$ cat config.mk
export PLATFORM = sky130hd
export DESIGN_NAME = dc_block_and_fold_limiter
export DESIGN_NICKNAME = d
export VERILOG_FILES = /design/src/rtl/dcfl_pkg.sv /design/src/rtl/dc_block_and_fold_limiter.sv /design/src/rtl/dcfl_filter.sv /design/src/rtl/dcfl_fold_div.sv
export SDC_FILE = /design/constraint.sdc
export NUM_CORES = 2
export LEC_CHECK = 0
export BUFFER_PORTS_ARGS = -buffer_cell sky130_fd_sc_hd__buf_2
export CAP_MARGIN = 15
export CORE_MARGIN = 2
export CORE_UTILIZATION = 65
export DETAILED_ROUTE_END_ITERATION = 10
export MAX_ROUTING_LAYER = met4
export PLACE_DENSITY = 0.84
export SYNTH_ARGS = -nofsm -noshare
export SYNTH_HDL_FRONTEND = slang
export SYNTH_SLANG_ARGS = --single-unit
$ cat constraint.sdc
create_clock -name i_clk -period 30.9 [get_ports i_clk]
set_clock_uncertainty 0.2 [all_clocks]
set_input_delay 6.18 -clock i_clk [delete_from_list [all_inputs] [get_ports i_clk]]
set_output_delay 6.18 -clock i_clk [all_outputs]
set_load 0.05 [all_outputs]
$ cat src/rtl/dcfl_pkg.sv
// ----------------------------------------------------------------------------
// dcfl_pkg
// Shared constants, codes and control types for the DC blocker / limiter.
// ----------------------------------------------------------------------------
package dcfl_pkg;

    localparam int SAMPLE_WIDTH_DEF = 24;
    localparam int CHANNEL_COUNT    = 2;
    localparam int CH_IDX_W         = (CHANNEL_COUNT > 1) ? $clog2(CHANNEL_COUNT) : 1;

    localparam int COEFF_W   = 16;
    localparam int THRESH_W  = 22;
    localparam int MODE_W    = 2;
    localparam int CFG_IDX_W = 2;
    localparam int CFG_DATA_W = THRESH_W;

    // feedback coefficient is unsigned Q0.16, product rounded half up
    localparam int FRAC_SHIFT = 16;
    localparam int ROUND_HALF = 32768;

    localparam logic [COEFF_W-1:0]  COEFF_RST  = 16'd65405;
    localparam logic [THRESH_W-1:0] THRESH_RST = 22'd655360;

    localparam logic [MODE_W-1:0] MODE_TRUNC  = 2'd0;
    localparam logic [MODE_W-1:0] MODE_MIRROR = 2'd1;
    localparam logic [MODE_W-1:0] MODE_PASS   = 2'd2;

    localparam logic [CFG_IDX_W-1:0] CFG_DC_COEFF        = 2'd0;
    localparam logic [CFG_IDX_W-1:0] CFG_LIMIT_THRESHOLD = 2'd1;
    localparam logic [CFG_IDX_W-1:0] CFG_LIMIT_MODE      = 2'd2;

    typedef logic [CH_IDX_W-1:0] t_chan;

    typedef struct packed {
        logic  mul_en;
        logic  sum_en;
        t_chan ch;
    } t_filt_ctrl;

    typedef struct packed {
        logic done;
        logic odd;
    } t_div_status;

endpackage

$ cat src/rtl/dc_block_and_fold_limiter.sv
// ----------------------------------------------------------------------------
// dc_block_and_fold_limiter
// Stereo DC blocker followed by a threshold limiter (truncate, mirror fold
// or pass through), with a report of the pre-limit sample when over.
// ----------------------------------------------------------------------------
// Usage:
//   Input words carry one stereo frame (left/right, signed Q3.20). A word is
//   taken when i_in_valid is high and o_in_stall is low; o_in_stall stays
//   high while a frame is being worked on.
//   Channels run one after the other through a shared multiplier and adder.
//   Per channel: multiply, add/saturate, magnitude, compare, and in mirror
//   mode, when the sample is over a nonzero threshold, a bit-serial divide
//   plus a fold step.
//   The result word sits in an output register; the next frame is accepted
//   while it waits. If the receiver holds i_out_stall high, the finished
//   frame waits in the core until the output register frees up.
//   Config writes (i_cfg_valid, always ready) are meant for idle periods.
//   Synchronous reset clears the filter history, restores the register
//   defaults and empties the output register.
// ----------------------------------------------------------------------------
module dc_block_and_fold_limiter #(
    parameter int SAMPLE_WIDTH = dcfl_pkg::SAMPLE_WIDTH_DEF
) (
    input  logic                                  i_clk,
    input  logic                                  i_rst_n,

    input  logic                                  i_in_valid,
    output logic                                  o_in_stall,
    input  logic signed [SAMPLE_WIDTH-1:0]        i_left_sample,
    input  logic signed [SAMPLE_WIDTH-1:0]        i_right_sample,

    output logic                                  o_out_valid,
    input  logic                                  i_out_stall,
    output logic signed [SAMPLE_WIDTH-1:0]        o_left_out,
    output logic signed [SAMPLE_WIDTH-1:0]        o_right_out,
    output logic signed [SAMPLE_WIDTH-1:0]        o_left_over,
    output logic signed [SAMPLE_WIDTH-1:0]        o_right_over,

    input  logic                                  i_cfg_valid,
    output logic                                  o_cfg_ready,
    input  logic [dcfl_pkg::CFG_IDX_W-1:0]        i_cfg_index,
    input  logic [dcfl_pkg::CFG_DATA_W-1:0]       i_cfg_data
);
    import dcfl_pkg::*;

    localparam int W      = SAMPLE_WIDTH;
    localparam int MAG_W  = (W > THRESH_W) ? W : THRESH_W + 1;
    localparam int SPAN_W = THRESH_W + 1;
    localparam t_chan CH_LAST = CH_IDX_W'(CHANNEL_COUNT - 1);

    typedef enum logic [2:0] {
        S_IDLE,
        S_MUL,
        S_SUM,
        S_MAG,
        S_LIM,
        S_DIV,
        S_FOLD,
        S_DONE
    } t_state;

    // configuration
    logic [COEFF_W-1:0]  r_coeff;
    logic [THRESH_W-1:0] r_thresh;
    logic [MODE_W-1:0]   r_mode;

    // sequencer and datapath registers
    t_state              r_state;
    t_chan               r_ch;
    logic signed [W-1:0] r_x   [CHANNEL_COUNT];
    logic [MAG_W-1:0]    r_mag;
    logic                r_neg;
    logic signed [W-1:0] r_res [CHANNEL_COUNT];
    logic signed [W-1:0] r_ovr [CHANNEL_COUNT];
    logic                r_out_valid;
    logic signed [W-1:0] r_out_res [CHANNEL_COUNT];
    logic signed [W-1:0] r_out_ovr [CHANNEL_COUNT];

    t_filt_ctrl          filt_ctrl;
    logic signed [W-1:0] y;
    t_div_status         div_status;
    logic [SPAN_W-1:0]   div_rem;
    logic                div_start;

    logic signed [W:0]       y_ext;
    logic [MAG_W-1:0]        t_mag;
    logic                    beyond;
    logic [MAG_W-1:0]        excess;
    logic signed [MAG_W:0]   t_s;
    logic signed [MAG_W:0]   trunc_val;
    logic signed [MAG_W:0]   fold_mag;
    logic signed [MAG_W:0]   fold_val;
    logic                    in_acc;
    logic                    out_free;

    always_ff @(posedge i_clk) begin
        if (!i_rst_n) begin
            r_coeff  <= COEFF_RST;
            r_thresh <= THRESH_RST;
            r_mode   <= MODE_TRUNC;
        end else if (i_cfg_valid) begin
            case (i_cfg_index)
                CFG_DC_COEFF:        r_coeff  <= i_cfg_data[COEFF_W-1:0];
                CFG_LIMIT_THRESHOLD: r_thresh <= i_cfg_data[THRESH_W-1:0];
                CFG_LIMIT_MODE:      r_mode   <= i_cfg_data[MODE_W-1:0];
                default: ;
            endcase
        end
    end

    assign o_cfg_ready = 1'b1;

    assign filt_ctrl.mul_en = (r_state == S_MUL);
    assign filt_ctrl.sum_en = (r_state == S_SUM);
    assign filt_ctrl.ch     = r_ch;

    dcfl_filter #(
        .SAMPLE_WIDTH (SAMPLE_WIDTH)
    ) u_filter (
        .i_clk   (i_clk),
        .i_rst_n (i_rst_n),
        .i_ctrl  (filt_ctrl),
        .i_coeff (r_coeff),
        .i_x     (r_x[r_ch]),
        .o_y     (y)
    );

    // limiter arithmetic
    assign y_ext     = (W + 1)'(y);
    assign t_mag     = MAG_W'(r_thresh);
    assign beyond    = r_mag > t_mag;
    assign excess    = r_mag - t_mag;
    assign t_s       = $signed((MAG_W + 1)'(r_thresh));
    assign trunc_val = r_neg ? -t_s : t_s;
    assign fold_mag  = div_status.odd ? ($signed((MAG_W + 1)'(div_rem)) - t_s)
                                      : (t_s - $signed((MAG_W + 1)'(div_rem)));
    assign fold_val  = r_neg ? -fold_mag : fold_mag;

    assign div_start = (r_state == S_LIM) && beyond && (r_mode == MODE_MIRROR)
                       && (r_thresh != '0);

    dcfl_fold_div #(
        .NUM_W (MAG_W),
        .DEN_W (SPAN_W)
    ) u_div (
        .i_clk      (i_clk),
        .i_rst_n    (i_rst_n),
        .i_start    (div_start),
        .i_dividend (excess),
        .i_divisor  ({r_thresh, 1'b0}),
        .o_status   (div_status),
        .o_rem      (div_rem)
    );

    assign o_in_stall = (r_state != S_IDLE);
    assign in_acc     = i_in_valid && !o_in_stall;
    assign out_free   = !r_out_valid || !i_out_stall;

    always_ff @(posedge i_clk) begin
        if (!i_rst_n) begin
            r_state     <= S_IDLE;
            r_ch        <= '0;
            r_out_valid <= 1'b0;
        end else begin
            if (r_out_valid && !i_out_stall) begin
                r_out_valid <= 1'b0;
            end
            case (r_state)
                S_IDLE: begin
                    if (in_acc) begin
                        r_x[0]  <= i_left_sample;
                        r_x[1]  <= i_right_sample;
                        r_ch    <= '0;
                        r_state <= S_MUL;
                    end
                end
                S_MUL: r_state <= S_SUM;
                S_SUM: r_state <= S_MAG;
                S_MAG: begin
                    r_neg   <= y[W-1];
                    r_mag   <= MAG_W'(y[W-1] ? -y_ext : y_ext);
                    r_state <= S_LIM;
                end
                S_LIM: begin
                    r_ovr[r_ch] <= beyond ? y : '0;
                    if (div_start) begin
                        r_state <= S_DIV;
                    end else begin
                        if (!beyond) begin
                            r_res[r_ch] <= y;
                        end else begin
                            case (r_mode)
                                MODE_TRUNC:  r_res[r_ch] <= trunc_val[W-1:0];
                                MODE_MIRROR: r_res[r_ch] <= '0;  // zero threshold
                                default:     r_res[r_ch] <= y;
                            endcase
                        end
                        if (r_ch == CH_LAST) begin
                            r_state <= S_DONE;
                        end else begin
                            r_ch    <= r_ch + CH_IDX_W'(1);
                            r_state <= S_MUL;
                        end
                    end
                end
                S_DIV: begin
                    if (div_status.done) begin
                        r_state <= S_FOLD;
                    end
                end
                S_FOLD: begin
                    r_res[r_ch] <= fold_val[W-1:0];
                    if (r_ch == CH_LAST) begin
                        r_state <= S_DONE;
                    end else begin
                        r_ch    <= r_ch + CH_IDX_W'(1);
                        r_state <= S_MUL;
                    end
                end
                S_DONE: begin
                    if (out_free) begin
                        r_out_res   <= r_res;
                        r_out_ovr   <= r_ovr;
                        r_out_valid <= 1'b1;
                        r_state     <= S_IDLE;
                    end
                end
                default: r_state <= S_IDLE;
            endcase
        end
    end

    assign o_out_valid  = r_out_valid;
    assign o_left_out   = r_out_res[0];
    assign o_right_out  = r_out_res[1];
    assign o_left_over  = r_out_ovr[0];
    assign o_right_over = r_out_ovr[1];

endmodule

$ cat src/rtl/dcfl_filter.sv
// ----------------------------------------------------------------------------
// dcfl_filter
// DC blocker datapath: one feedback multiply, then add and saturate, with
// per-channel history registers. Channels are processed one at a time.
// ----------------------------------------------------------------------------
module dcfl_filter #(
    parameter int SAMPLE_WIDTH = dcfl_pkg::SAMPLE_WIDTH_DEF
) (
    input  logic                                 i_clk,
    input  logic                                 i_rst_n,
    input  dcfl_pkg::t_filt_ctrl                 i_ctrl,
    input  logic [dcfl_pkg::COEFF_W-1:0]         i_coeff,
    input  logic signed [SAMPLE_WIDTH-1:0]       i_x,
    output logic signed [SAMPLE_WIDTH-1:0]       o_y
);
    import dcfl_pkg::*;

    localparam int W     = SAMPLE_WIDTH;
    localparam int PW    = W + COEFF_W + 1;
    localparam int FW    = PW - FRAC_SHIFT;
    localparam int SW    = W + 3;
    localparam logic signed [SW-1:0] SAT_HI = SW'((64'sd1 <<< (W - 1)) - 64'sd1);
    localparam logic signed [SW-1:0] SAT_LO = -SAT_HI - SW'(1);

    logic signed [W-1:0]  r_prev_in  [CHANNEL_COUNT];
    logic signed [W-1:0]  r_prev_out [CHANNEL_COUNT];
    logic signed [PW-1:0] r_prod;
    logic signed [W-1:0]  r_y;

    logic signed [PW-1:0] prod;
    logic signed [PW-1:0] rounded;
    logic signed [FW-1:0] fb;
    logic signed [SW-1:0] sum;
    logic signed [W-1:0]  n_y;

    assign prod    = $signed({1'b0, i_coeff}) * r_prev_out[i_ctrl.ch];
    assign rounded = r_prod + PW'(ROUND_HALF);
    assign fb      = rounded[PW-1:FRAC_SHIFT];   // floor shift
    assign sum     = SW'(i_x) - SW'(r_prev_in[i_ctrl.ch]) + SW'(fb);

    always_comb begin
        if (sum > SAT_HI) begin
            n_y = SAT_HI[W-1:0];
        end else if (sum < SAT_LO) begin
            n_y = SAT_LO[W-1:0];
        end else begin
            n_y = sum[W-1:0];
        end
    end

    always_ff @(posedge i_clk) begin
        if (!i_rst_n) begin
            for (int c = 0; c < CHANNEL_COUNT; c++) begin
                r_prev_in[c]  <= '0;
                r_prev_out[c] <= '0;
            end
        end else if (i_ctrl.sum_en) begin
            r_prev_in[i_ctrl.ch]  <= i_x;
            r_prev_out[i_ctrl.ch] <= n_y;
        end
    end

    always_ff @(posedge i_clk) begin
        if (i_ctrl.mul_en) begin
            r_prod <= prod;
        end
        if (i_ctrl.sum_en) begin
            r_y <= n_y;
        end
    end

    assign o_y = r_y;

endmodule

$ cat src/rtl/dcfl_fold_div.sv
// ----------------------------------------------------------------------------
// dcfl_fold_div
// Restoring divider, one quotient bit per cycle. Returns the remainder and
// the quotient parity, which is all the fold limiter needs.
// ----------------------------------------------------------------------------
module dcfl_fold_div #(
    parameter int NUM_W = 24,
    parameter int DEN_W = 23
) (
    input  logic                       i_clk,
    input  logic                       i_rst_n,
    input  logic                       i_start,
    input  logic [NUM_W-1:0]           i_dividend,
    input  logic [DEN_W-1:0]           i_divisor,
    output dcfl_pkg::t_div_status      o_status,
    output logic [DEN_W-1:0]           o_rem
);
    import dcfl_pkg::*;

    localparam int CNT_W = $clog2(NUM_W + 1);

    logic             r_busy;
    logic             r_done;
    logic [CNT_W-1:0] r_cnt;
    logic [NUM_W-1:0] r_num;
    logic [DEN_W-1:0] r_rem;
    logic             r_odd;

    logic [DEN_W:0]   trial;
    logic             ge;

    assign trial = {r_rem, r_num[NUM_W-1]};
    assign ge    = trial >= {1'b0, i_divisor};

    always_ff @(posedge i_clk) begin
        if (!i_rst_n) begin
            r_busy <= 1'b0;
            r_done <= 1'b0;
            r_cnt  <= '0;
        end else begin
            r_done <= 1'b0;
            if (i_start) begin
                r_busy <= 1'b1;
                r_cnt  <= CNT_W'(NUM_W);
                r_num  <= i_dividend;
                r_rem  <= '0;
            end else if (r_busy) begin
                r_rem <= ge ? DEN_W'(trial - {1'b0, i_divisor}) : DEN_W'(trial);
                r_odd <= ge;
                r_num <= {r_num[NUM_W-2:0], 1'b0};
                r_cnt <= r_cnt - CNT_W'(1);
                if (r_cnt == CNT_W'(1)) begin
                    r_busy <= 1'b0;
                    r_done <= 1'b1;
                end
            end
        end
    end

    assign o_status.done = r_done;
    assign o_status.odd  = r_odd;
    assign o_rem         = r_rem;

endmodule

==> key figures <==
Worst hold path
  • Hold crit path type: reg -> reg
  • Hold Crit Depth: 0
  • WHS Endpoint: o_right_over[17]$_DFFE_PP_
  • HP Start: r_ovr[17]$_DFFE_PP_

Timing
  • Hold Violations, Final: 0
  • Unrepaired setup endpoints after global routing: false
  • Final setup vio count: 0
  • Tmin final: slightly above 9 ns
  • Fin crit share: 29.3%
  • Worst Tran Pin Value: ~1.3 ns
  • Setup TNS: 0 ns
  • Max_slew headroom: 12.8%
  • Slew Viols, Final: 0
  • F_max: approximately 0.11 GHz

Clock network
  • Post-CTS Setup Bufs: 0
  • Worst skew pair latency: roughly 0.63 ns
  • Post_cts resized: 0
  • CTS tree: built
  • CTS clk-pin slew, worst paths: around 0.060 ns
  • Hold-fix buffers, CTS: 0
  • CTS root buffer: clkbuf_16
  • CTS Sinks: around 510
  • Maximum root-to-sink buffer count: 3
  • H-tree depth: 2
  • CTS buffer count: 52

Place
  • DP Cell Count: approximately 4.8k
  • GP Congestion: approximately 1
  • Dpl hpwl: 75500 µm
  • # port buffers: about 170

Route
  • Initial DRC count: around 2.5k
  • Vias per inst: about 6.0
  • Residual DRC: 0
  • Post-detailed-route count of antenna-violating nets: 0
  • Routed Wire Length: slightly above 100000 µm
  • Wire per inst: ~21 µm
  • DR pass1 iterations: 6
  • Total number of vias: approximately 30k

Worst setup path
  • Crit path DAT: ~9.1 ns
  • Worst path cell trace: buf_2 > buf_4 > nand2_1 > or4_1 > nand2_2 > buf_12
  • Worst R2R Path Depth: 24
  • Worst Path Required: about 31 ns
  • Startpoint Class: input port
  • Reg2reg end: u_filter.r_prod[37]$_DFFE_PP_
  • Crit. End Element: flip-flop
  • Slowest-stage cell, CP: or4_1
  • Critical path peak fanout: slightly below 60
  • Type of the worst setup path: in -> reg
  • Crit-path max cell delay: 0.99 ns
  • Reg2reg setup slack: approximately 23 ns

Cells and area
  • Fin cells: 4870
  • Area growth, synth to finish: 7.69%
  • End-of-flow core utilization: 70.7%
  • Ratio of cells with drive above 1 in the final layout: roughly 9%
  • Nets: about 4.7k
  • FILL cells: 4315
  • ANT cells: 0

GRT
  • Largest net degree at the start of global routing: ~90
  • Number of antenna violations at the first check in global routing: 0
  • Vias in the first global route: approximately 30k
  • First-pass GRT wire length: approximately 160000 µm
  • Total track usage: about a third
  • Remaining Overflow, GRT: 0

Floorplanning
  • Core area: 61700 µm²
  • Die Wd: between 200 and 300 µm
  • Die height: about 250 µm
  • Ports: 176
  • Die area: 64300 µm²
  • Initial Utilization: about 66%
  • Row Count: 91

Synthesis
  • #FFs+latches synth: a little over 500
  • Syn Nets: approximately 4.6k
  • EDFF count, synth: approximately 460
  • Seq/Total Area, Yosys: approximately 37%
  • Post-synthesis instance total: roughly 3.9k
  • Post-synth cell types: 92
  • Synth warn: 0
  • Synthesized area: approximately 40000 µm²
  • Main flop type after synthesis: edfxtp_1
  • Post-synth ARST share: 0%
  • Mean post-synth cell area: around 10 µm²

Flow run
  • Max_cap viols: 0

Run status
  • Status: finished clean
[cell usage in the layout (no fill, tap or decap), types with 21 or more instances in the layout]
master     instances
a21boi_0          30
a21o_1            55
a21oi_1          156
and2_1           192
and3_1            22
buf_2            174
buf_4             33
clkbuf_16         53
dfxtp_1           52
edfxtp_1         459
fa_1             403
ha_1             197
inv_1            561
mux2_2            32
mux2i_1           81
nand2_1          447
nand2b_1          26
nand3_1           68
nand4_1           32
nor2_1           209
nor2b_1           26
nor3_1            21
o21ai_0          197
xnor2_1          135
xor2_1            57
[metal layers]
metal	up-vias	track usage, %	part of all wire [%]
li1	13100	-	-
met1	14400	38.8	35
met2	1548	58.0	51
met3	407	5.12	8.0
met4	0	18.3	6.1
met5	-	-	0
[metrics by stage]
stage                     area [µm²]  hold WS, ns  setup WS, ns
after floorplan                40500        0.200         16.76
after CTS                      43500        0.202         21.69
final                          43600        0.208         21.84
after global placement         41800        0.201         21.21
after global routing           43600        0.214         21.69
after detailed placement       41800        0.205         21.09
[synth_stat cells, types with 68 or more instances]
| cell | n | area share (%) |
|---|---|---|
| clkbuf_1 | 144 | 1.3 |
| and2_1 | 192 | 3.0 |
| nand2_1 | 450 | 4.2 |
| edfxtp_1 | 459 | 34 |
| xnor2_1 | 135 | 2.9 |
| a21oi_1 | 159 | 2.0 |
| mux2i_1 | 81 | 2.0 |
| o21ai_0 | 198 | 2.4 |
| fa_1 | 403 | 20 |
| ha_1 | 197 | 6.1 |
| nor2_1 | 212 | 2.0 |
| inv_1 | 562 | 5.2 |
| nand3_1 | 68 | 0.84 |
[worst max-delay path, delay by kind of cell]
| kind | cells | cell delay, ns |
|---|---|---|
| simple gates | 3 | 2.02 |
| buf+inv | 3 | 0.89 |
[registers in the layout, indices dropped and copies added, names as in the netlist, 2 cells and up, named ones only]
signal	count
r_x	48
u_div.o_rem	23
r_thresh	22
u_filter.r_prev_out	48
u_filter.r_prev_in	48
r_mode	2
r_state	3
u_filter.r_prod	26
r_mag	24
o_left_out	24
u_filter.o_y	24
r_res	48
r_ovr	48
u_div.r_cnt	5
o_right_over	24
o_left_over	24
o_right_out	24
r_coeff	16
u_div.r_num	24
[area by class of cell]
class	count	area (µm²)	share of cell area, %
multi-input cells	2650	22700	52.1
flip-flops and latches	512	14800	34.0
inverters	562	2110	4.83
clock buffers	69	1420	3.25
repair buffers	211	1210	2.78
well taps	837	1050	2.40
clock inverters	29	274	0.628
[cells by family (layout without fill, tap and decap cells)]
logic type,after synthesis,after routing,synth area share (%)
flops,512,512,36.6
xor+xnor,194,194,4.26
simple gates,1114,1114,13.0
buf+inv,744,871,7.43
compound gates,628,628,9.77
other cells,1,1,0.00926
mux,113,113,2.89
fa+ha+maj,600,600,26.0
[worst max-delay path by stage]
stage             from                                       end  slack (ns)
5_1_grt        i_rst_n   u_filter.r_prev_in[0][17]$_SDFFCE_PN0P_       21.69
6_report       i_rst_n   u_filter.r_prev_in[0][18]$_SDFFCE_PN0P_       21.84
4_1_cts        i_rst_n   u_filter.r_prev_in[1][19]$_SDFFCE_PN0P_       21.69
3_3_place_gp   i_rst_n  u_filter.r_prev_out[1][23]$_SDFFCE_PN0P_       21.21
2_1_floorplan  i_rst_n                   o_left_out[0]$_DFFE_PP_       16.76
3_5_place_dp   i_rst_n  u_filter.r_prev_out[1][23]$_SDFFCE_PN0P_       21.09
Power is not shown: default switching activity piles up to over one toggle a cycle in this logic, so the estimate is an artifact.
